## config.mk

```make
export PLATFORM = sky130hd
export DESIGN_NAME = rrpt_cell
export DESIGN_NICKNAME = d
export VERILOG_FILES = /design/src/design/rrpt_pkg.sv /design/src/design/rrpt_cell.sv
export SDC_FILE = /design/constraint.sdc
export NUM_CORES = 1
export LEC_CHECK = 0
export ABC_AREA = 0
export BUFFER_PORTS_ARGS = -buffer_cell sky130_fd_sc_hd__buf_2
export CORE_UTILIZATION = 48
export DETAILED_ROUTE_END_ITERATION = 8
export PLACE_DENSITY = 0.93
export SLEW_MARGIN = 10
export SYNTH_ARGS = -nofsm -noshare
export SYNTH_HDL_FRONTEND = slang
export SYNTH_SLANG_ARGS = --single-unit
```

## constraint.sdc

```tcl
create_clock -name clk -period 6.7 [get_ports clk]
set_input_delay 0 -clock clk [delete_from_list [all_inputs] [get_ports clk]]
set_output_delay 0 -clock clk [all_outputs]
set_load 0.02 [all_outputs]
```

## src/design/rrpt_pkg.sv

```systemverilog
// Shared types, constants and helpers for the reassembly range playout tracker.
package rrpt_pkg;

    // Table depth (head range included) and internal offset width.
    localparam int MAX_RANGES  = 16;
    localparam int OFFSET_BITS = 32;

    // Derived widths.
    localparam int COUNT_W       = $clog2(MAX_RANGES + 1);
    localparam int PORT_W        = 32;
    localparam int COUNT_PORT_W  = 5;
    localparam int PADDR_W       = 4;
    localparam int REG_IDX_W     = 2;

    // Input mode codes.
    localparam logic MODE_DATA = 1'b0;
    localparam logic MODE_TICK = 1'b1;

    typedef logic [OFFSET_BITS-1:0] offset_t;
    typedef logic [COUNT_W-1:0]     count_t;

    // Configuration register indexes.
    typedef enum logic [REG_IDX_W-1:0] {
        REG_CONTENT_SIZE = 2'd0,
        REG_CONSUME_RATE = 2'd1,
        REG_PREBUFFER    = 2'd2
    } reg_idx_t;

    // Operations broadcast to the row of range cells.
    typedef enum logic [1:0] {
        OP_HOLD,
        OP_LOWER,
        OP_INSERT,
        OP_SHIFT
    } cell_op_t;

    // Controller states.
    typedef enum logic [2:0] {
        ST_IDLE,
        ST_DECIDE,
        ST_PROBE,
        ST_PLACE,
        ST_MERGE,
        ST_FINISH
    } state_t;

    // One stored byte range.
    typedef struct packed {
        offset_t start;
        offset_t stop;
    } range_t;

    // Command to the cells: operation plus the incoming range bounds.
    typedef struct packed {
        cell_op_t op;
        offset_t  lo;
        offset_t  hi;
    } cell_cmd_t;

    typedef struct packed {
        offset_t content_size;
        offset_t consume_rate;
        offset_t prebuffer_bytes;
    } cfg_t;

    typedef struct packed {
        logic    mode;
        offset_t range_end;
        offset_t range_bytes;
        logic    burst_last;
    } item_t;

    typedef struct packed {
        offset_t available_offset;
        offset_t consumed_offset;
        count_t  range_count;
        logic    ack_request;
        logic    play_started;
        logic    all_received;
        logic    stalled;
        logic    resumed;
        logic    table_full;
    } result_t;

    // Controller status seen by the cell row.
    typedef struct packed {
        count_t  used;
        offset_t avail;
    } status_t;

    // True when avail is at or above pos by at least rate bytes.
    function automatic logic room_ok(offset_t avail, offset_t pos, offset_t rate);
        logic [OFFSET_BITS:0] diff;
        diff = {1'b0, avail} - {1'b0, pos};
        return !diff[OFFSET_BITS] && (diff[OFFSET_BITS-1:0] >= rate);
    endfunction

endpackage

```

## src/design/rrpt_cell.sv

```systemverilog
// One cell of the range table: holds a range and trades it with its neighbors.
module rrpt_cell import rrpt_pkg::*; (
    input  logic      clk,
    input  cell_cmd_t cmd,
    input  logic      valid,
    input  logic      left_before,
    input  range_t    left_entry,
    input  range_t    right_entry,
    output range_t    entry,
    output logic      ends_below,
    output logic      hit
);

    range_t entry_reg;
    range_t entry_next;
    logic   at_slot;

    // This cell ends before the new range; the first cell that does not is the slot.
    always_comb
    begin
        ends_below = valid && (entry_reg.stop < cmd.lo);
        at_slot    = left_before && !ends_below;
        hit        = at_slot && valid && (entry_reg.start <= cmd.hi);
    end

    // Per-cell update for the broadcast operation.
    always_comb
    begin
        entry_next = entry_reg;
        unique case (cmd.op)
            OP_HOLD:
            begin
                entry_next = entry_reg;
            end
            OP_LOWER:
            begin
                if (hit && (entry_reg.start > cmd.lo))
                begin
                    entry_next.start = cmd.lo;
                end
            end
            OP_INSERT:
            begin
                if (at_slot)
                begin
                    entry_next.start = cmd.lo;
                    entry_next.stop  = cmd.hi;
                end
                else if (!left_before)
                begin
                    entry_next = left_entry;
                end
            end
            OP_SHIFT:
            begin
                entry_next = right_entry;
            end
            default:
            begin
                entry_next = entry_reg;
            end
        endcase
    end

    always_ff @(posedge clk)
    begin
        entry_reg <= entry_next;
    end

    assign entry = entry_reg;

endmodule

```

Yosys cells after proc, flatten, opt, wreduce, memory -nomap -nowiden
Cells that the tools add are included.
{"block": "word_totals", "register_bits": 64, "in_bits": 197, "output_inout_bits": 66}
{"block": "classes", "magnitude_cmp": 3, "eq_ne": 5, "mux": 5, "bitwise_logic": 1, "n_reduce_logical": 10}
{"operator": "2-to-1 mux 64 bit", "n": 2}
{"operator": "case mux 32 bit (3 select lines)", "n": 1}
{"operator": "case mux 32 bit (2 select lines)", "n": 1}
{"operator": "greater-than comparator 32 bit", "n": 1}
{"operator": "<= comparator 32 bit", "n": 1}
{"operator": "< comparator 32 bit", "n": 1}
{"operator": "2-to-1 mux 32 bit", "n": 1}
{"operator": "logical AND 1 bit", "n": 5}
{"operator": "equality test 2 bit, second input constant", "n": 2}
{"operator": "!= test 3 bit, second input constant", "n": 1}
{"operator": "AND reduction 3 bit", "n": 1}
{"operator": "equality test 2 x 1 -> 1 bit, second input constant", "n": 1}
{"operator": "logical NOT 2 bit", "n": 1}
{"operator": "!= test 2 bit, second input constant", "n": 1}
{"operator": "AND reduction 2 bit", "n": 1}
{"operator": "nonzero test 2 bit", "n": 1}
{"operator": "logical NOT 1 bit", "n": 1}
{"operator": "inverter 1 bit", "n": 1}

Longest topological paths before layout
{"block": "logic_depth", "ltp_word": 9, "ltp_mapped": 11, "mapped_depth_nobuf": 9}

Worst setup path before layout
OpenSTA, ideal clock, no wires.
{"block": "synth_timing", "path_kind": "reg2reg", "from": "reg entry_reg, in the netlist entry[61]", "to": "reg entry_reg, in the netlist entry[32], enable pin", "setup_time_ns": 0.511, "t_arrival_ns": 5.418, "t_required_ns": 6.189, "slack_ns": 0.771, "path_stages_with_launch": 9, "path_buffers": 0, "path_cell_list": "edfxtp_1 ha_1 nand4_1 or3_1 nor3_1 nand2_1 o221a_1 a31o_1 o41ai_1"}
{"block": "synth_between", "elab_chain_cells": 5, "word_cells_on_any_way": 6, "classes_between": "order compare (2); eq/ne (1); reduce/logical (3)"}
{"element": "from (decl)", "line_no": "rrpt_cell.sv:14", "source": "range_t entry_reg;"}
{"element": "from (signal assigned)", "line_no": "rrpt_cell.sv:67", "source": "entry_reg <= entry_next;"}
{"element": "<= comparator 32 bit", "line_no": "rrpt_cell.sv:23", "source": "hit = at_slot && valid && (entry_reg.start <= cmd.hi);"}
{"element": "logical AND 1 bit", "line_no": "rrpt_cell.sv:23"}
{"element": "logical AND 1 bit (*)", "line_no": "rrpt_cell.sv:37", "source": "if (hit && (entry_reg.start > cmd.lo))"}
{"element": "!= test 2 bit (no line) (*)"}
{"element": "AND reduction 3 bit (no line) (*)"}
Every way passes the cells marked *; elsewhere a longest branch is shown, timed or not.
A chain may end at the register's enable or synchronous reset.

Worst setup path in the final report
{"block": "layout_timing", "from": "reg entry_reg, in the netlist entry[1]", "to": "out hit"}
{"block": "layout_between", "elab_chain_cells": 6}
{"element": "< comparator 32 bit", "line_no": "rrpt_cell.sv:21", "source": "ends_below = valid && (entry_reg.stop < cmd.lo);"}
{"element": "logical AND 1 bit", "line_no": "rrpt_cell.sv:21"}
{"element": "logical NOT 1 bit", "line_no": "rrpt_cell.sv:22", "source": "at_slot = left_before && !ends_below;"}
{"element": "logical AND 1 bit", "line_no": "rrpt_cell.sv:22"}
{"element": "logical AND 1 bit (2 in series)", "line_no": "rrpt_cell.sv:23"}
{"element": "to (decl)", "line_no": "rrpt_cell.sv:11", "source": "output logic hit"}
Every way passes these cells.

==> impl_metrics.yaml <==
outcome:
  status: "finished, violations left"
  violations: "negative hold slack"
hold_path:
  whs_endpoint: "entry[9]"
  hp-start: "right_entry[9]"
  hold_path_class: "input pin to flip-flop"
  hold_depth: 3
critical_path:
  crit_slowest_cell: "a311oi_4"
  crit_fanout: 25
  cp.arrival_ns: 3.70
  crit_type: "flip-flop to primary output"
  reg2reg_slack_ns: 3.01
  r2r-end: "entry[25]"
  crit_required_ns: 6.70
  worst_path_most_repeated_cell: "buf_4"
  start_kind: "flip-flop"
  r2r_cells: 9
  worstReg2RegStart: "entry[1]"
  path_cells: "ha_1 > a2111o_1 > a31oi_1 > o211ai_1 > a311oi_4 > buf_4 > buf_4 > nor3_1 > buf_2"
  max_stage_delay_ns: 0.76
  end_kind: "primary output"
sta:
  slew_violations: 0
  timing_hold_violations_final: 1
  rsz0062_at_grt: "no"
  period_needed_ns: 3.70
  period_share: 0.553
  relSlewSlack: 0.465
  hold_slack_ns: -0.0212
  tightestPinTransition_ns: 0.802
  finalSetupTns_ns: 0
  setup_viol: 0
  clock_skew_ns: 0.00700
  fmax_mhz: 270
floorplanning:
  die_x_um: 111
  rows: 39
  start_util: 0.494
  core_area_um2: 11500
  die-area_um2: 12200
  die_h_um: 111
  num_io_pins: 263
global_route:
  antenna_found_initial: 0
  grt_pass1_wl_mm: 29.6
  grt_overflow: 0
  grt_max_degree: 36
  grtUsageTotal: 0.307
  grt_pass1_vias: 5922
power_and_ir_drop:
  ir_worst_vdd_v: 0.000118
  p_seq_frac: 0.357
  combPwrFrac: 0.329
  swShare: 0.322
  clkPwrFrac: 0.313
  p_leak_nw: 3.91
  p_per_area_nw_per_um2: 188
  p_switching_mw: 0.467
  power_mw: 1.45
  p_int_mw: 0.984
drt:
  route.vias.total: 5888
  postRouteAntennaNets: 0
  routedWlPerCell_um: 18.1
  drt_iter0_drc: 457
  routed_wl_mm: 18.7
  avgViaCountPerCell: 5.69
  drc: 0
  drt_first_pass_iters: 5
cells_and_area:
  final_util: 0.672
  fin_nets: 1178
  nFillCells: 924
  largest_reg_flops: 64
  areaGrowthSynthToFinish_pct: 36.2
  drive_gt1_frac: 0.325
  antennaDiodeCount: 0
  multi_input_area_um2: 3390
  regArea_um2: 1920
placed_design:
  dp_hpwl_mm: 14.5
  port_buffers: 262
  globalplace.congestion: 0.896
clocking:
  cts.path.max_buffers: 2
  cts.sinks: 64
  insertion_delay_ns: 0.33
  cts_buffers: 9
  cts-resized-gates: 0
  cts-htree-levels: 3
  clk_pin_slew_ns: 0.06
  cts-root-buf: "clkbuf_16"
  cts_tree: "yes"
yosys:
  ys_seq_area_frac: 0.340
  ys_ff_latch: 64
  synth-edff-count: 64
  avgSynthCellArea_um2: 9.42
  ys_types: 41
  ys_async_sr_fraction: 0
  synth_fp_nets: 893
  postSynthCellCount: 601
  syn_area_um2: 5660
  synth_top_flop_cell: "edfxtp_1"
  yosys_warnings: 0
flow_run:
  cap_viol_max_count: 0
[power groups by stage]
stage | Clock, mW | Sequential (mW) | Combinational (mW)
floorplan | 0 | 0.564 | 0.242
CTS | 0.456 | 0.519 | 0.472
global route | 0.476 | 0.523 | 0.524
finish | 0.455 | 0.519 | 0.478
global placement | 0 | 0.525 | 0.443
detailed placement | 0 | 0.527 | 0.456
[worst max-delay path: cells and delay by family (launching register included)]
family | cells | cell delay [ns]
adders and majority gates | 1 | 0.28
and+or+nand+nor | 1 | 0.11
buffers and inverters | 3 | 1.03
DFF | 1 | 0.38
AOI/OAI and AO/OA | 4 | 1.56
[worst max path at each step]
stage                            to  slack [ns]      start  cells after the start
after floorplan           entry[32]        0.77  entry[61]                      8
after global placement    entry[25]        2.84  entry[11]                     10
after detailed placement  entry[29]        2.72   entry[1]                      9
after CTS                       hit        2.69   entry[1]                      9
after global routing      entry[27]        2.79  entry[23]                     10
final                           hit        3.00   entry[1]                      9
[timing repair]
action                    in CTS  in global routing
hold buffers                  30                  0
hold endpoints to repair      30                  0
setup buffers                  0                  0
[routing by layer]
metal	part of all wire	wire length, µm	GRT usage
met5	0	0	0
met1	0.40	7540	0.372
met3	0.079	1470	0.0653
met4	0.030	558	0.124
met2	0.49	9120	0.527
[synth_stat cells, types with 12 or more instances]
library cell	number	share of area
nor2_1	39	0.026
o21ai_1	36	0.032
clkbuf_1	19	0.013
a2bb2oi_1	62	0.096
edfxtp_1	64	0.34
o21ai_0	12	0.011
ha_1	95	0.21
nand2_1	52	0.034
nand4_1	18	0.020
mux2i_1	32	0.057
inv_1	67	0.044
a21oi_1	32	0.028
[cells in the final DEF, fill, tap and decap left out, types with 9 or more instances in the layout]
cell type,instances
edfxtp_1,64
clkbuf_16,9
a2bb2oi_1,62
nand4_1,18
buf_2,262
a21oi_1,32
nor2_1,38
o21ai_1,35
ha_1,95
inv_1,67
nand2_1,52
dlygate4sd3_1,30
mux2i_1,32
o21ai_0,12
nor3_1,11
[logic make-up (layout without fill, tap and decap cells)]
family                     count (synthesis)  in the layout  share of synthesized area
muxes                                     32             32                     0.0566
AOI/OAI and AO/OA                        176            176                      0.216
adders and majority gates                 95             95                      0.210
DFF                                       64             64                      0.340
and+or+nand+nor                          138            138                      0.110
buffers and inverters                     96            386                     0.0672
[cell type report]
class                      instances  share of cell area
clock inverter                     5             0.00617
multi-input combinational        441               0.440
sequential                        64               0.249
tap                              143              0.0232
timing repair buffer             300               0.217
inverter                          70              0.0341
clock buffer                      11              0.0302
[stage by stage]
stage | setup slack [ns] | area (µm²) | hold slack, ns | cells
2_1_floorplan | 0.771 | 5660 | 0.172 | 601
6_report | 3.00 | 7710 | -0.0212 | 1034
4_1_cts | 2.69 | 7690 | 0.000527 | 1033
3_5_place_dp | 2.72 | 7110 | 0.284 | 987
5_1_grt | 2.79 | 7710 | 0.00630 | 1034
3_3_place_gp | 2.84 | 7110 | 0.278 | 987
(Power assumes the default switching activity.)
