## src/design/rrpt_pkg.sv

```systemverilog
// Shared types, constants and helpers for the reassembly range playout tracker.
package rrpt_pkg;

    // Table depth (head range included) and internal offset width.
    localparam int MAX_RANGES  = 16;
    localparam int OFFSET_BITS = 32;

    // Derived widths.
    localparam int COUNT_W       = $clog2(MAX_RANGES + 1);
    localparam int PORT_W        = 32;
    localparam int COUNT_PORT_W  = 5;
    localparam int PADDR_W       = 4;
    localparam int REG_IDX_W     = 2;

    // Input mode codes.
    localparam logic MODE_DATA = 1'b0;
    localparam logic MODE_TICK = 1'b1;

    typedef logic [OFFSET_BITS-1:0] offset_t;
    typedef logic [COUNT_W-1:0]     count_t;

    // Configuration register indexes.
    typedef enum logic [REG_IDX_W-1:0] {
        REG_CONTENT_SIZE = 2'd0,
        REG_CONSUME_RATE = 2'd1,
        REG_PREBUFFER    = 2'd2
    } reg_idx_t;

    // Operations broadcast to the row of range cells.
    typedef enum logic [1:0] {
        OP_HOLD,
        OP_LOWER,
        OP_INSERT,
        OP_SHIFT
    } cell_op_t;

    // Controller states.
    typedef enum logic [2:0] {
        ST_IDLE,
        ST_DECIDE,
        ST_PROBE,
        ST_PLACE,
        ST_MERGE,
        ST_FINISH
    } state_t;

    // One stored byte range.
    typedef struct packed {
        offset_t start;
        offset_t stop;
    } range_t;

    // Command to the cells: operation plus the incoming range bounds.
    typedef struct packed {
        cell_op_t op;
        offset_t  lo;
        offset_t  hi;
    } cell_cmd_t;

    typedef struct packed {
        offset_t content_size;
        offset_t consume_rate;
        offset_t prebuffer_bytes;
    } cfg_t;

    typedef struct packed {
        logic    mode;
        offset_t range_end;
        offset_t range_bytes;
        logic    burst_last;
    } item_t;

    typedef struct packed {
        offset_t available_offset;
        offset_t consumed_offset;
        count_t  range_count;
        logic    ack_request;
        logic    play_started;
        logic    all_received;
        logic    stalled;
        logic    resumed;
        logic    table_full;
    } result_t;

    // Controller status seen by the cell row.
    typedef struct packed {
        count_t  used;
        offset_t avail;
    } status_t;

    // True when avail is at or above pos by at least rate bytes.
    function automatic logic room_ok(offset_t avail, offset_t pos, offset_t rate);
        logic [OFFSET_BITS:0] diff;
        diff = {1'b0, avail} - {1'b0, pos};
        return !diff[OFFSET_BITS] && (diff[OFFSET_BITS-1:0] >= rate);
    endfunction

endpackage

```

## src/design/rrpt_ctrl.sv

```systemverilog
// Sequencer for the tracker: head range, table count, playout state and result beat.
module rrpt_ctrl import rrpt_pkg::*; (
    input  logic      clk,
    input  logic      rst_n,
    input  logic      item_valid,
    output logic      item_stall,
    input  item_t     item,
    input  cfg_t      cfg,
    input  logic      hit_any,
    input  range_t    first_entry,
    output cell_cmd_t cmd,
    output status_t   status,
    output logic      result_valid,
    input  logic      result_stall,
    output result_t   result
);

    state_t  state_reg, state_next;
    count_t  used_reg, used_next;
    offset_t avail_reg, avail_next;
    offset_t pos_reg, pos_next;
    logic    playing_reg, playing_next;
    logic    pending_reg, pending_next;
    logic    hit_reg, hit_next;
    logic    full_reg, full_next;
    logic    stalled_reg, stalled_next;
    logic    res_valid_reg, res_valid_next;

    logic    tick_reg, tick_next;
    logic    last_reg, last_next;
    offset_t lo_reg, lo_next;
    offset_t hi_reg, hi_next;
    result_t res_reg, res_next;

    logic    accept;
    logic    res_load;
    logic    can_merge;
    logic    ahead;
    logic    extend;
    logic    room;
    logic    resumed_now;
    logic    started_now;
    logic    ack_now;

    // Comparisons shared by next-state and datapath logic.
    always_comb
    begin
        can_merge   = (used_reg > COUNT_W'(1)) && (avail_reg >= first_entry.start);
        ahead       = lo_reg > avail_reg;
        extend      = (hi_reg > avail_reg) || (lo_reg == avail_reg);
        room        = room_ok(avail_reg, pos_reg, cfg.consume_rate);
        resumed_now = !tick_reg && pending_reg && room;
        started_now = !tick_reg && last_reg && (avail_reg > cfg.prebuffer_bytes)
                      && !playing_reg;
        ack_now     = !tick_reg && last_reg && (avail_reg < cfg.content_size);
    end

    // Next state.
    always_comb
    begin
        state_next = state_reg;
        unique case (state_reg)
            ST_IDLE:
            begin
                if (accept)
                begin
                    state_next = ST_DECIDE;
                end
            end
            ST_DECIDE:
            begin
                if (tick_reg)
                begin
                    state_next = ST_FINISH;
                end
                else if (ahead)
                begin
                    state_next = ST_PROBE;
                end
                else if (extend)
                begin
                    state_next = ST_MERGE;
                end
                else
                begin
                    state_next = ST_FINISH;
                end
            end
            ST_PROBE:
            begin
                state_next = ST_PLACE;
            end
            ST_PLACE:
            begin
                state_next = ST_FINISH;
            end
            ST_MERGE:
            begin
                if (!can_merge)
                begin
                    state_next = ST_FINISH;
                end
            end
            ST_FINISH:
            begin
                if (res_load)
                begin
                    state_next = ST_IDLE;
                end
            end
            default:
            begin
                state_next = ST_IDLE;
            end
        endcase
    end

    // State outputs: handshake, cell command, result load.
    always_comb
    begin
        item_stall = 1'b1;
        accept     = 1'b0;
        res_load   = 1'b0;
        cmd.op     = OP_HOLD;
        cmd.lo     = lo_reg;
        cmd.hi     = hi_reg;
        unique case (state_reg)
            ST_IDLE:
            begin
                item_stall = 1'b0;
                accept     = item_valid;
            end
            ST_PLACE:
            begin
                if (hit_reg)
                begin
                    cmd.op = OP_LOWER;
                end
                else if (!full_reg)
                begin
                    cmd.op = OP_INSERT;
                end
            end
            ST_MERGE:
            begin
                if (can_merge)
                begin
                    cmd.op = OP_SHIFT;
                end
            end
            ST_FINISH:
            begin
                res_load = !res_valid_reg || !result_stall;
            end
            default:
            begin
                cmd.op = OP_HOLD;
            end
        endcase
    end

    // Datapath next values.
    always_comb
    begin
        used_next    = used_reg;
        avail_next   = avail_reg;
        pos_next     = pos_reg;
        playing_next = playing_reg;
        pending_next = pending_reg;
        hit_next     = hit_reg;
        full_next    = full_reg;
        stalled_next = stalled_reg;
        tick_next    = tick_reg;
        last_next    = last_reg;
        lo_next      = lo_reg;
        hi_next      = hi_reg;
        res_next     = res_reg;

        // Capture the beat; the start offset saturates at zero.
        if (accept)
        begin
            tick_next    = (item.mode == MODE_TICK);
            last_next    = item.burst_last;
            hi_next      = item.range_end;
            lo_next      = (item.range_bytes > item.range_end) ? '0
                           : item.range_end - item.range_bytes;
            hit_next     = 1'b0;
            full_next    = 1'b0;
            stalled_next = 1'b0;
        end

        // Playout tick, or head extension for a range that reaches the head.
        if (state_reg == ST_DECIDE)
        begin
            if (tick_reg)
            begin
                if (playing_reg && (pos_reg < cfg.content_size))
                begin
                    if (room)
                    begin
                        pos_next = pos_reg + cfg.consume_rate;
                    end
                    else
                    begin
                        pos_next = avail_reg;
                        if (avail_reg < cfg.content_size)
                        begin
                            pending_next = 1'b1;
                            stalled_next = 1'b1;
                        end
                    end
                end
            end
            else if (!ahead && extend)
            begin
                avail_next = hi_reg;
            end
        end

        // Slot search result from the cell row.
        if (state_reg == ST_PROBE)
        begin
            hit_next  = hit_any;
            full_next = !hit_any && (used_reg == COUNT_W'(MAX_RANGES));
        end

        if ((state_reg == ST_PLACE) && !hit_reg && !full_reg)
        begin
            used_next = used_reg + COUNT_W'(1);
        end

        // Absorb the first stored range into the head.
        if ((state_reg == ST_MERGE) && can_merge)
        begin
            avail_next = (first_entry.stop > avail_reg) ? first_entry.stop : avail_reg;
            used_next  = used_reg - COUNT_W'(1);
        end

        // Build the result beat and update the playout flags.
        if (res_load)
        begin
            if (resumed_now)
            begin
                pending_next = 1'b0;
            end
            if (started_now)
            begin
                playing_next = 1'b1;
            end
            res_next.available_offset = avail_reg;
            res_next.consumed_offset  = pos_reg;
            res_next.range_count      = used_reg;
            res_next.ack_request      = ack_now;
            res_next.play_started     = started_now;
            res_next.all_received     = (avail_reg == cfg.content_size);
            res_next.stalled          = stalled_reg;
            res_next.resumed          = resumed_now;
            res_next.table_full       = full_reg;
        end
    end

    // Result beat valid: set on load, cleared when taken.
    always_comb
    begin
        res_valid_next = res_valid_reg;
        if (res_valid_reg && !result_stall)
        begin
            res_valid_next = 1'b0;
        end
        if (res_load)
        begin
            res_valid_next = 1'b1;
        end
    end

    always_ff @(posedge clk or negedge rst_n)
    begin
        if (!rst_n)
        begin
            state_reg     <= ST_IDLE;
            used_reg      <= COUNT_W'(1);
            avail_reg     <= '0;
            pos_reg       <= '0;
            playing_reg   <= 1'b0;
            pending_reg   <= 1'b0;
            hit_reg       <= 1'b0;
            full_reg      <= 1'b0;
            stalled_reg   <= 1'b0;
            res_valid_reg <= 1'b0;
        end
        else
        begin
            state_reg     <= state_next;
            used_reg      <= used_next;
            avail_reg     <= avail_next;
            pos_reg       <= pos_next;
            playing_reg   <= playing_next;
            pending_reg   <= pending_next;
            hit_reg       <= hit_next;
            full_reg      <= full_next;
            stalled_reg   <= stalled_next;
            res_valid_reg <= res_valid_next;
        end
    end

    // Beat payload.
    always_ff @(posedge clk)
    begin
        tick_reg <= tick_next;
        last_reg <= last_next;
        lo_reg   <= lo_next;
        hi_reg   <= hi_next;
        res_reg  <= res_next;
    end

    assign status.used   = used_reg;
    assign status.avail  = avail_reg;
    assign result_valid  = res_valid_reg;
    assign result        = res_reg;

endmodule

```

## config.mk

```make
export PLATFORM = sky130hd
export DESIGN_NAME = rrpt_ctrl
export DESIGN_NICKNAME = d
export VERILOG_FILES = /design/src/design/rrpt_pkg.sv /design/src/design/rrpt_ctrl.sv
export SDC_FILE = /design/constraint.sdc
export NUM_CORES = 1
export LEC_CHECK = 0
export BUFFER_PORTS_ARGS = -buffer_cell sky130_fd_sc_hd__buf_2
export CAP_MARGIN = 10
export CELL_PAD_IN_SITES_DETAIL_PLACEMENT = 2
export CELL_PAD_IN_SITES_GLOBAL_PLACEMENT = 2
export CORE_MARGIN = 2
export CORE_UTILIZATION = 34
export DETAILED_ROUTE_END_ITERATION = 16
export MAX_ROUTING_LAYER = met4
export PLACE_DENSITY = 0.82
export SYNTH_ARGS = -nofsm -noshare
export SYNTH_HDL_FRONTEND = slang
export SYNTH_SLANG_ARGS = --single-unit
```

## constraint.sdc

```tcl
create_clock -name clk -period 7.51 [get_ports clk]
set_clock_uncertainty 0.05 [all_clocks]
set_input_delay 0.751 -clock clk [delete_from_list [all_inputs] [get_ports clk]]
set_output_delay 0.751 -clock clk [all_outputs]
set_load 0.01 [all_outputs]
```

Word level (Yosys, flattened, before mapping) --
Cells that the tools add are included.
Operators by class: div/mod/pow operators 0, bitwise logic cells 0, $lt $le $gt $ge 10, shift operators 0, muxes and demuxes 40, $mul 0, add/subtract/negate cells 5, equal/unequal tests 13, reductions and logical operators 36
Operators by type and width (number):
- two-way mux 32 bit | 6
- greater-than comparator 32 bit | 5
- equality test 32 bit | 2
- greater-or-equal comparator 32 bit | 2
- < comparator 32 bit | 2
- subtractor 32 x 32 -> 33 bit | 1
- adder 32 bit | 1
- subtractor 32 bit | 1
- two-way mux 1 bit | 22
- case mux 3 bit (6 select lines) | 1
- logical AND 1 bit | 15
- two-way mux 3 bit | 5
- two-way mux 5 bit | 2
- nonzero test 2 bit | 5
- logical NOT 1 bit | 9
- equality test 3 x 2 -> 1 bit, second input constant | 2
- equality test 3 bit, second input constant | 2
- two-way mux 2 bit | 3
- != test 2 bit, second input constant | 3
- AND reduction 3 bit | 2
- adder 5 x 1 -> 5 bit, second input constant | 1
- equality test 5 bit, second input constant | 1
- greater-than comparator 5 x 1 -> 1 bit, second input constant | 1
- subtractor 5 x 1 -> 5 bit, second input constant | 1
- 7 further kinds | 9
Word-level totals: logic and storage cells 127, bits in read-only memories 0, bits in latches 0, bits in writable memories 0, flip-flop bits (word level) 219, output and inout port bits 180, memories 0, bits of input ports 231

Logic depth before layout (Yosys ltp) --
Gate-level depths: netlist (run 1).
depth after elaboration 9, depth in mapped cells 23, gate-level depth less buffers 22

Worst setup path after synthesis (run 1) --
Ideal clock, no wire load.
path type flip-flop to flip-flop, from register state_reg[2], to register pending_reg, required time 7340 ps, slack 2150 ps, buffers on the path 1, cell stages (with the launch flop) 7, period minus slack after synthesis 5360 ps, library setup time 120 ps, data arrival time 5190 ps, path through dfrtp_1 -> clkbuf_1 -> inv_1 -> or2_2 -> a21oi_1 -> nand3b_1 -> a21o_1
On the way: elaborated cells between the ends (all ways) 6, those cells by class 2 x eq/ne; 4 x mux
RTL lines:
- start, declared | RTL line rrpt_ctrl.sv:18 | state_t state_reg, state_next;
- start signal, assigned | RTL line rrpt_ctrl.sv:293 | state_reg <= state_next;
- equality test 3 bit | RTL line rrpt_ctrl.sv:127 | unique case (state_reg)
- two-way mux 1 bit | RTL line rrpt_ctrl.sv:127
- named net res_load | RTL line rrpt_ctrl.sv:36 | logic res_load;
- two-way mux 1 bit | RTL line rrpt_ctrl.sv:240 | if (res_load)
- named net pending_next | RTL line rrpt_ctrl.sv:23 | logic pending_reg, pending_next;
- end signal, assigned | RTL line rrpt_ctrl.sv:298 | pending_reg <= pending_next;
- end, declared | RTL line rrpt_ctrl.sv:23
The timed path passes the listed nets, and every way through them passes these cells. A chain may end at the register's enable or synchronous reset.

Worst setup path in the final report (run 1) --
from register avail_reg[0], to register pos_reg[1]
On the way: cells in the longest elaborated chain, start to end 4, elaborated cells between the ends (all ways) 5, those cells by class 1 x add/sub; 1 x order compare; 1 x mux; 2 x reduce/logical
Ends and longest elaborated chain:
- start, declared | RTL line rrpt_ctrl.sv:20 | offset_t avail_reg, avail_next;
- start signal, assigned | RTL line rrpt_ctrl.sv:295 | avail_reg <= avail_next;
- subtractor 32 x 32 -> 33 bit * | RTL line rrpt_pkg.sv:94 | diff = {1'b0, avail} - {1'b0, pos};
- greater-or-equal comparator 32 bit or logical NOT 1 bit (tied branches) | RTL line rrpt_pkg.sv:95 | return !diff[OFFSET_BITS] && (diff[OFFSET_BITS-1:0] >= rate);
- logical AND 1 bit * | RTL line rrpt_pkg.sv:95
- two-way mux 32 bit * | RTL line rrpt_ctrl.sv:199 | if (room)
- end signal, assigned | RTL line rrpt_ctrl.sv:296 | pos_reg <= pos_next;
- end, declared | RTL line rrpt_ctrl.sv:21 | offset_t pos_reg, pos_next;
Every way passes the cells marked *; elsewhere a longest branch is shown, timed or not.

==> impl_metrics.env, run 1 <==
export IMPL_critical_path_peak_fanout=35
export IMPL_total_switching_power_uw=5130
export IMPL_grtUsageTotal_pct=27.5
export IMPL_p_per_area_nw_per_um2=450
export IMPL_placement_setup_worst_slack_ns=2.04
export IMPL_critPathArrivalTime_ns=5.95
export IMPL_unrepaired_setup_endpoints_after_global_routing="no"
export IMPL_synth_ff_type="edfxtp_1"
export IMPL_power_combinational_fraction_pct=62.5
export IMPL_ys_warnings_count=0
export IMPL_synthArstFlopShare_pct=35.6
export IMPL_syn_instance_count=2020
export IMPL_first_pass_grt_wire_length_mm=117
export IMPL_post_cts_hold_buffer_count=1
export IMPL_share_clk_of_total_power_pct=13.6
export IMPL_largest_register_ff_count=75
export IMPL_root_buffer="clkbuf_16"
export IMPL_dr_pass1_iters=5
export IMPL_crit_path_start="avail_reg[0]"
export IMPL_drt_antenna_violating_nets=0
export IMPL_place_congestion=0.908
export IMPL_initialDrtViolationCount=633
export IMPL_first_global_vias=19600
export IMPL_route_final_wire_length_mm=79.0
export IMPL_worst_setup_path_type="register to register"
export IMPL_rows=86
export IMPL_ir_worst_vdd_v=0.000195
export IMPL_tritoncts_num_buffers=28
export IMPL_antenna_found_initial=29
export IMPL_die_extent_in_y_um=241
export IMPL_maxSlewViolCount=0
export IMPL_synth_seq_cells=219
export IMPL_commonest_non_fill_non_tap_cell_in_the_layout="buf_2"
export IMPL_globalRouteOverflowTotal=0
export IMPL_timing_hold_worst_start="item[36]"
export IMPL_clock_insertion_delay_worst_skew_ns=0.60
export IMPL_cell_internal_power_dissipation_uw=5240
export IMPL_netlist_area_um2=19100
export IMPL_cts_post_setup_buffers_inserted=0
export IMPL_seqCellArea_um2=6190
export IMPL_worst_ep_required_time_ns=7.97
export IMPL_portion_of_the_post_synthesis_area_used_by_sequential_elements_pct=32.4
export IMPL_postLayoutSetupSlackWorst_ns=2.01
export IMPL_final_cell_mix="409 x buf_2, 354 x ha_1, 249 x inv_1, 192 x a21oi_1"
export IMPL_synthDistinctLibCells=78
export IMPL_detail_route_wl_per_cell_um=24.4
export IMPL_post_route_cell_area_um2=23000
export IMPL_multi_input_area_um2=11800
export IMPL_initial_core_util_pct=34.5
export IMPL_flow_area_growth_from_synthesis_pct=20.7
export IMPL_timing_fmax_ghz=0.182
export IMPL_final_layout_size_suffix_gt1_share_pct=19.9
export IMPL_total_power_uw=10400
export IMPL_floorplan_core_area_um2=55300
export IMPL_fin_tns_setup_ns=0
export IMPL_worstSetupStartpointType="register"
export IMPL_synth_edf_count=141
export IMPL_tritoncts="built"
export IMPL_total_leakage_power_uw=0.0113
export IMPL_cap_viol_max_count=0
export IMPL_h_tree_depth=1
export IMPL_clockBufferDepth=3
export IMPL_slew_headroom_pct=38.2
export IMPL_setup_violations=0
export IMPL_count_of_buffers_inserted_at_the_top_level_ports=410
export IMPL_final_nets=3025
export IMPL_hpwl_mm=65.9
export IMPL_fillCellCount=6151
export IMPL_post_dp_cell_area_um2=22000
export IMPL_die_w_um=241
export IMPL_utilization_pct=41.7
export IMPL_syn_nets=2608
export IMPL_drt_drc_violations_left=0
export IMPL_dieArea_um2=58100
export IMPL_final_period_utilization_pct=73.2
export IMPL_timing_hold_violations_final=0
export IMPL_power_switching_share_pct=49.5
export IMPL_ios=411
export IMPL_crit_path_time_final_ns=5.50
export IMPL_rr_startpoint="avail_reg[0]"
export IMPL_path_class_of_the_lowest_slack_min_delay_path="input pin to register"
export IMPL_mean_syn_cell_area_um2=9.45
export IMPL_clk_pin_slew_worst_paths_ns=0.06
export IMPL_clock_sinks=219
export IMPL_cts_resized=0
export IMPL_cp_end_kind="register"
export IMPL_vias=17600
export IMPL_run_status="complete, no violations"
export IMPL_grt_max_degree=66
export IMPL_vias_per_cell=5.43
export IMPL_worst_slew_pin_tran_ns=0.903
export IMPL_share_seq_of_total_power_pct=23.9
-- routing by layer --
layer	share of wire [%]	routed length (um)	global-route usage [%]	vias up
met5	0	0	-	-
li1	-	-	-	8269
met3	4.5	3530	4.75	136
met4	3.9	3080	10.3	0
met2	51	40100	48.4	346
met1	41	32300	31.0	8831
-- synthesized netlist by cell type (all sizes together), types with 10 or more instances --
library cell	count	area share [%]
o211ai	13	0.54
a21o	129	5.1
or3	10	0.33
nand4	61	2.0
ha	354	23
nor3	18	0.47
nor2b	29	0.95
a211oi	23	0.97
a21oi	195	5.2
nand3	31	0.81
o21a	23	0.90
mux2i	71	3.7
edfxtp	141	22
xnor2	51	2.3
nand2	74	1.5
o21ai	90	2.4
inv	250	4.9
nand2b	22	0.72
a31oi	17	0.59
nor2	141	2.8
dfrtp	77	10
xor2	29	1.3
buf	16	0.60
o21bai	15	0.59
clkbuf	18	0.35
-- power groups by stage --
stage / Combinational [uW] / Sequential, uW / Clock, uW
5_1_grt: 7190 / 2540 / 1480
3_3_place_gp: 6010 / 2450 / 0
3_5_place_dp: 6410 / 2500 / 0
4_1_cts: 6480 / 2480 / 1450
6_report: 6480 / 2480 / 1410
2_1_floorplan: 4190 / 2350 / 0
-- per-stage QoR --
stage,std cells,hold WS [ns]
after floorplan,2020,0.376
after global placement,3154,0.396
after detailed placement,3154,0.396
after CTS,3207,0.269
after global routing,3237,0.282
final,3238,0.304
-- final cells by class --
type | instances | share of cell area, %
Sequential cell | 219 | 26.8
Clock buffer | 41 | 3.56
Antenna cell | 31 | 0.337
Timing Repair Buffer | 421 | 9.28
Inverter | 250 | 4.07
Multi-Input combinational cell | 1517 | 51.3
Clock inverter | 11 | 0.532
Tap cell | 748 | 4.06
-- path summary, 6_finish.rpt --
kind	end	slack (ns)	cells after the start
worst max-delay path	pos_reg[1]	2.01	22
worst min-delay path	hi_reg[3]	0.30	1
worst max register to register	pos_reg[1]	2.01	22
worst min register to register	result[2]	0.41	0
max in group asynchronous	avail_reg[6]	5.63	3
min in group asynchronous	pos_reg[28]	0.56	2
-- worst max-delay path: stages, from the launching register on --
cell and delay, ns:
dfrtp_1 0.44, inv_1 0.28, ha_1 0.25, nor2b_1 0.05, o21ai_0 0.28, a21oi_1 0.12
o21ai_1 0.25, a31oi_1 0.25, a211oi_1 0.50, o21ai_0 0.19, a21oi_1 0.22, xnor2_1 0.11
ha_1 0.30, nand4_1 0.18, a211oi_1 0.27, o2111a_1 0.21, o21ai_1 0.09, and3_1 0.23
a211oi_4 0.23, buf_4 0.43, mux2i_1 0.26, nand2_1 0.08, o21ai_0 0.10
-- cell families after synthesis --
kind of cell | Yosys count | share of synthesized area [%]
flip-flops | 219 | 32.4
AO/OA/AOI/OAI | 570 | 19.3
buffers and inverters | 284 | 5.87
adder cells (fa/ha/maj) | 357 | 23.5
XOR/XNOR | 80 | 3.67
multiplexers | 72 | 3.78
AND/OR/NAND/NOR | 438 | 11.5
No activity file was read; power rests on OpenSTA's default activity.
==> run 2, diff against run 1 <==
==> constraint.sdc (replaced) <==
create_clock -name clk -period 5.48 [get_ports clk]
set_clock_uncertainty 0.05 [all_clocks]
set_input_delay 0.548 -clock clk [delete_from_list [all_inputs] [get_ports clk]]
set_output_delay 0.548 -clock clk [all_outputs]
set_load 0.01 [all_outputs]
==> run 2 against run 1 <==
  * Global-route usage rose by 1.8 points
  * Count of clock-buffer cells in the layout increased by 1
  * Routed wire length up 7.7%
  * Register-to-register slack worse by 1.7 ns
  * Critical path depth fell by 1
==> impl_metrics.env, run 2 (synthesized netlist as in run 1, its figures left out) <==
export IMPL_run_status="complete, no violations"
export IMPL_dr_pass1_iters=5
export IMPL_cp_end_kind="register"
export IMPL_dieArea_um2=58100
export IMPL_detail_route_wl_per_cell_um=26.0
export IMPL_vias=18100
export IMPL_die_extent_in_y_um=241
export IMPL_power_combinational_fraction_pct=65.2
export IMPL_drt_antenna_violating_nets=0
export IMPL_vias_per_cell=5.52
export IMPL_cap_viol_max_count=0
export IMPL_seqCellArea_um2=6190
export IMPL_rows=86
export IMPL_final_nets=3057
export IMPL_largest_register_ff_count=75
export IMPL_setup_violations=0
export IMPL_clockBufferDepth=3
export IMPL_crit_path_max_incr_delay_ns=0.45
export IMPL_total_leakage_power_uw=0.0115
export IMPL_total_switching_power_uw=7440
export IMPL_worst_ep_required_time_ns=5.85
export IMPL_floorplan_core_area_um2=55300
export IMPL_first_pass_grt_wire_length_mm=124
export IMPL_route_final_wire_length_mm=85.1
export IMPL_postLayoutSetupSlackWorst_ns=0.312
export IMPL_finish_cell_count_without_fillers=3274
export IMPL_grtUsageTotal_pct=29.3
export IMPL_critical_path_peak_fanout=31
export IMPL_setup_reg_to_reg_worst_slack_ns=0.31
export IMPL_path_class_of_the_lowest_slack_min_delay_path="input pin to register"
export IMPL_antenna_found_initial=35
export IMPL_multi_input_area_um2=11900
export IMPL_initialDrtViolationCount=889
export IMPL_ir_worst_vdd_v=0.000276
export IMPL_crit_path_cell_trace="inv_1, ha_1, a21o_1, a21oi_1, o21ai_0, o21ai_1, a31oi_2, a2111oi_4, o21bai_1, o311ai_1, ha_1, a21o_1, a21o_1, a21oi_1, o2111a_1, and3_1, a211oi_4, buf_4, buf_8, o22ai_1, a2bb2oi_1"
export IMPL_critical_path_most_common_cell="a21o_1"
export IMPL_final_period_utilization_pct=94.3
export IMPL_critPathArrivalTime_ns=5.54
export IMPL_worst_path_max_delay_cell="a2111oi_4"
export IMPL_clk_pin_slew_worst_paths_ns=0.06
export IMPL_final_layout_size_suffix_gt1_share_pct=21.0
export IMPL_first_global_vias=20300
export IMPL_final_cell_mix="409 x buf_2, 354 x ha_1, 249 x inv_1, 192 x a21oi_1"
export IMPL_initial_core_util_pct=34.5
export IMPL_globalRouteOverflowTotal=0
export IMPL_slew_headroom_pct=37.8
export IMPL_post_dp_cell_area_um2=22200
export IMPL_worstRegToRegCells=21
export IMPL_tritoncts_num_buffers=29
export IMPL_h_tree_depth=1
export IMPL_fillCellCount=6145
export IMPL_commonest_non_fill_non_tap_cell_in_the_layout="buf_2"
export IMPL_critical_path_endpoint="pos_reg[31]"
export IMPL_die_w_um=241
export IMPL_crit_path_time_final_ns=5.17
export IMPL_post_route_cell_area_um2=23300
export IMPL_root_buffer="clkbuf_16"
export IMPL_count_of_buffers_inserted_at_the_top_level_ports=410
export IMPL_clock_sinks=219
export IMPL_share_seq_of_total_power_pct=21.8
export IMPL_rr_startpoint="pos_reg[6]"
export IMPL_tritoncts="built"
export IMPL_ios=411
export IMPL_worst_slew_pin_tran_ns=0.925
export IMPL_power_switching_share_pct=50.1
export IMPL_worst_setup_path_type="register to register"
export IMPL_p_per_area_nw_per_um2=636
export IMPL_placement_setup_worst_slack_ns=0.127
export IMPL_flow_area_growth_from_synthesis_pct=22.2
export IMPL_clock_insertion_delay_worst_skew_ns=0.60
export IMPL_hpwl_mm=68.7
export IMPL_maxSlewViolCount=0
export IMPL_grt_max_degree=65
export IMPL_timing_hold_violations_final=0
export IMPL_share_clk_of_total_power_pct=13.0
export IMPL_cell_internal_power_dissipation_uw=7400
export IMPL_drt_drc_violations_left=0
export IMPL_placed_cell_count=3180
export IMPL_worst_r2r_endpoint="pos_reg[31]"
export IMPL_worstSetupStartpointType="register"
export IMPL_crit_path_start="pos_reg[6]"
export IMPL_timing_fmax_ghz=0.193
export IMPL_utilization_pct=42.2
export IMPL_place_congestion=0.937
==> run 2: cell count changes in the layout (fill, tap and decap cells not counted), sizes merged <==
cell,before,now
buf,420,450
clkbuf,41,43
clkinv,6,7
clkinvlp,3,0
diode,31,34
inv,250,253
==> run 2: layout make-up <==
class / instances / area share (%)
Inverter: 250 / 4.02
Clock inverter: 12 / 0.504
Multi-Input combinational cell: 1517 / 50.8
Timing Repair Buffer: 452 / 10.3
Clock buffer: 42 / 3.45
Sequential cell: 219 / 26.5
Tap cell: 748 / 4.01
Antenna cell: 34 / 0.365
==> run 2: worst min-delay path by stage <==
| stage | startpoint | endpoint | slack [ns] | cells past startpoint |
|---|---|---|---|---|
| 2_1_floorplan | rst_n | avail_reg[0] | 0.20 | 0 |
| 3_3_place_gp | stalled_reg | result[2] | 0.39 | 0 |
| 3_5_place_dp | stalled_reg | result[2] | 0.41 | 0 |
| 4_1_cts | item[33] | hi_reg[0] | 0.06 | 1 |
| 5_1_grt | item[0] | last_reg | 0.07 | 1 |
| 6_report | item[33] | hi_reg[0] | 0.09 | 1 |
==> run 2: routing by layer <==
| metal | wire length (um) | part of all wire (%) | up-vias | track usage, % |
|---|---|---|---|---|
| met5 | 0 | 0 | - | - |
| met4 | 3470 | 4.1 | 0 | 12.0 |
| met3 | 4710 | 5.5 | 164 | 5.82 |
| met2 | 41900 | 49 | 508 | 49.4 |
| met1 | 35000 | 41 | 9062 | 34.0 |
| li1 | - | - | 8340 | - |
==> run 2: critical path: cells and delay by family, from the launching register on <==
kind | cells | cell delay [ns]
AOI/OAI and AO/OA | 15 | 3.21
DFF | 1 | 0.43
and+or+nand+nor | 1 | 0.22
adders and majority gates | 2 | 0.66
buffers and inverters | 3 | 0.44
==> run 2: power groups by stage <==
stage               Sequential, uW  Clock [uW]  Combinational [uW]
floorplan                     3220           0                5750
global placement              3180           0                8610
detailed placement            3240           0                9280
CTS                           3220        1970                9400
global route                  3290        2030               10600
finish                        3230        1930                9680
==> run 2: timing repair <==
item / in CTS / in global routing
hold buffers: 1 / 0
resized for setup: 0 / 9
endpoints found under the setup margin: 0 / 35
endpoints found under the hold margin: 37 / 0
setup buffers: 0 / 3
==> run 2: stage by stage <==
stage | hold slack, ns | total power [uW] | TNS (ns)
4_1_cts | 0.0637 | 14600 | 0
3_3_place_gp | 0.393 | 11800 | 0
3_5_place_dp | 0.409 | 12500 | 0
5_1_grt | 0.0694 | 15900 | -0.00202
2_1_floorplan | 0.202 | 8970 | 0
6_report | 0.0910 | 14800 | 0
==> run 3, diff against run 2 <==
--- a/config.mk
+++ b/config.mk
@@ -13,7 +13,7 @@
 export CORE_UTILIZATION = 34
 export DETAILED_ROUTE_END_ITERATION = 16
 export MAX_ROUTING_LAYER = met4
-export PLACE_DENSITY = 0.82
+export PLACE_DENSITY = 0.8
 export SYNTH_ARGS = -nofsm -noshare
 export SYNTH_HDL_FRONTEND = slang
 export SYNTH_SLANG_ARGS = --single-unit
==> run 3 against run 2 <==
  * Clock power grew 12%
  * Register-to-register slack is essentially flat
  * Non-clock buffer count shrank 7
  * Critical path depth is the same
  * Count of clock-buffer cells in the layout shrank 4
  * Global-route usage shrank 0.88 points
  * Total power shrank 0.15%
  * Cell count shrank 0.21%
==> impl_metrics.env, run 3 (synthesized netlist as in run 1, its figures left out) <==
export IMPL_p_per_area_nw_per_um2=633
export IMPL_worst_ep_required_time_ns=5.91
export IMPL_globalRouteOverflowTotal=0
export IMPL_grt_max_degree=65
export IMPL_multi_input_area_um2=11900
export IMPL_floorplan_core_area_um2=55300
export IMPL_run_status="complete, no violations"
export IMPL_dr_pass1_iters=5
export IMPL_initialDrtViolationCount=689
export IMPL_first_pass_grt_wire_length_mm=121
export IMPL_count_of_buffers_inserted_at_the_top_level_ports=410
export IMPL_dieArea_um2=58100
export IMPL_total_power_uw=14800
export IMPL_grtUsageTotal_pct=28.4
export IMPL_fin_tns_setup_ns=0
export IMPL_flow_area_growth_from_synthesis_pct=22.6
export IMPL_initial_core_util_pct=34.5
export IMPL_crit_path_cell_trace="inv_1, ha_1, nor2b_1, o21ai_0, a21oi_1, o21ai_1, a31oi_2, a211oi_4, o21ai_0, a21oi_1, xnor2_1, ha_1, nand4_1, a211oi_1, o2111a_1, o21ai_1, and3_1, a211oi_4, buf_6, nand3b_1, a21o_1"
export IMPL_critPathArrivalTime_ns=5.61
export IMPL_ios=411
export IMPL_place_congestion=0.933
export IMPL_h_tree_depth=1
export IMPL_clock_sinks=219
export IMPL_drt_drc_violations_left=0
export IMPL_crit_family="compound AO/OA/AOI/OAI gates"
export IMPL_path_class_of_the_lowest_slack_min_delay_path="input pin to register"
export IMPL_finish_cell_count_without_fillers=3267
export IMPL_die_w_um=241
export IMPL_maxSlewViolCount=0
export IMPL_final_layout_size_suffix_gt1_share_pct=21.1
export IMPL_critical_path_peak_fanout=26
export IMPL_critical_path_n_buffers_inverters=2
export IMPL_setup_reg_to_reg_worst_slack_ns=0.31
export IMPL_fillCellCount=6164
export IMPL_rr_startpoint="pos_reg[1]"
export IMPL_tritoncts="built"
export IMPL_final_cell_mix="409 x buf_2, 354 x ha_1, 249 x inv_1, 192 x a21oi_1"
export IMPL_tritoncts_num_buffers=30
export IMPL_timing_hold_violations_final=0
export IMPL_cts_post_setup_buffers_inserted=0
export IMPL_root_buffer="clkbuf_16"
export IMPL_timing_fmax_ghz=0.193
export IMPL_commonest_non_fill_non_tap_cell_in_the_layout="buf_2"
export IMPL_detail_route_wl_per_cell_um=25.1
export IMPL_route_final_wire_length_mm=82.0
export IMPL_clockBufferDepth=3
export IMPL_crit_path_max_incr_delay_ns=0.47
export IMPL_clk_pin_slew_worst_paths_ns=0.07
export IMPL_final_period_utilization_pct=94.4
export IMPL_vias=17900
export IMPL_worst_setup_path_type="register to register"
export IMPL_worst_slew_pin_tran_ns=1.02
export IMPL_utilization_pct=42.3
export IMPL_cap_viol_max_count=0
export IMPL_largest_register_ff_count=75
export IMPL_cp_end_kind="register"
export IMPL_rows=86
export IMPL_die_extent_in_y_um=241
export IMPL_total_leakage_power_uw=0.0115
export IMPL_hold_end="last_reg"
export IMPL_antenna_found_initial=31
export IMPL_slew_headroom_pct=31.7
export IMPL_setup_violations=0
export IMPL_worstSetupStartpointType="register"
export IMPL_timing_hold_worst_path_depth=1
export IMPL_hpwl_mm=67.4
export IMPL_timing_hold_worst_start="item[0]"
export IMPL_vias_per_cell=5.48
export IMPL_clock_insertion_delay_worst_skew_ns=0.60
export IMPL_crit_path_time_final_ns=5.17
export IMPL_worst_path_max_delay_cell="dfrtp_1"
export IMPL_ir_worst_vdd_v=0.000302
export IMPL_seqCellArea_um2=6190
export IMPL_worstRegToRegCells=21
export IMPL_first_global_vias=19800
export IMPL_drt_antenna_violating_nets=0
export IMPL_final_nets=3051
export IMPL_placed_cell_count=3178
export IMPL_worst_r2r_endpoint="pending_reg"
-- run 3: cell types whose count changed in the layout (fill, tap and decap cells not counted), sizes merged --
cell	previous run	this run
clkinvlp	0	1
buf	450	444
bufinv	2	5
diode	34	32
inv	253	251
clkbuf	43	38
clkinv	7	11
-- run 3: what timing repair did --
| item | 4_1_cts | 5_1_grt |
|---|---|---|
| resized for setup | 1 | 10 |
| pin swaps | 0 | 1 |
| setup endpoints to repair | 4 | 35 |
| hold buffers | 1 | 0 |
| endpoints found under the hold margin | 26 | 0 |
-- run 3: worst max-delay path by stage --
stage / from / to / cells past startpoint
2_1_floorplan: state_reg[2] / pending_reg / 6
3_3_place_gp: pos_reg[1] / pos_reg[1] / 22
3_5_place_dp: pos_reg[1] / pos_reg[19] / 22
4_1_cts: pos_reg[1] / pending_reg / 20
5_1_grt: pos_reg[1] / pos_reg[29] / 22
6_report: pos_reg[1] / pending_reg / 21
-- run 3: power breakdown --
group          total [uW]  leakage [uW]  switching, uW  internal, uW
Sequential           3230       0.00221            718          2510
Combinational        9430       0.00880           5720          3710
Clock                2160      0.000528            838          1320
Total               14800        0.0115           7280          7540
-- run 3: final cells by class --
type / count / area share [%]
diodes: 32 / 0.342
clock buffers: 38 / 3.60
clock inverters: 18 / 0.951
inverters: 250 / 4.01
multi-input cells: 1517 / 50.7
flip-flops and latches: 219 / 26.4
well taps: 748 / 4.00
repair buffers: 445 / 9.98
-- run 3: through the flow --
| stage | hold WS, ns | instance area (um^2) | setup WS (ns) |
|---|---|---|---|
| floorplan | 0.202 | 19100 | 0.120 |
| global placement | 0.407 | 22200 | 0.378 |
| detailed placement | 0.416 | 22200 | 0.0333 |
| CTS | 0.0562 | 23300 | 0.137 |
| global route | 0.0617 | 23400 | -0.0190 |
| finish | 0.0849 | 23400 | 0.307 |
-- run 3: layer usage --
layer	vias to the layer above	part of all wire, %	track usage (%)
li1	8319	-	-
met1	9003	42	34.1
met2	425	49	47.6
met3	140	5.1	4.92
met4	0	4.0	10.5
met5	-	0	-
-- run 3: worst reg2reg max path, delay by kind of cell, from the launching register on --
kind / cells / cell delay, ns
adders and majority gates: 2 / 0.61
DFF: 1 / 0.47
AOI/OAI and AO/OA: 12 / 2.75
buffers and inverters: 2 / 0.40
and+or+nand+nor: 4 / 0.68
xor gates and xnor gates: 1 / 0.11
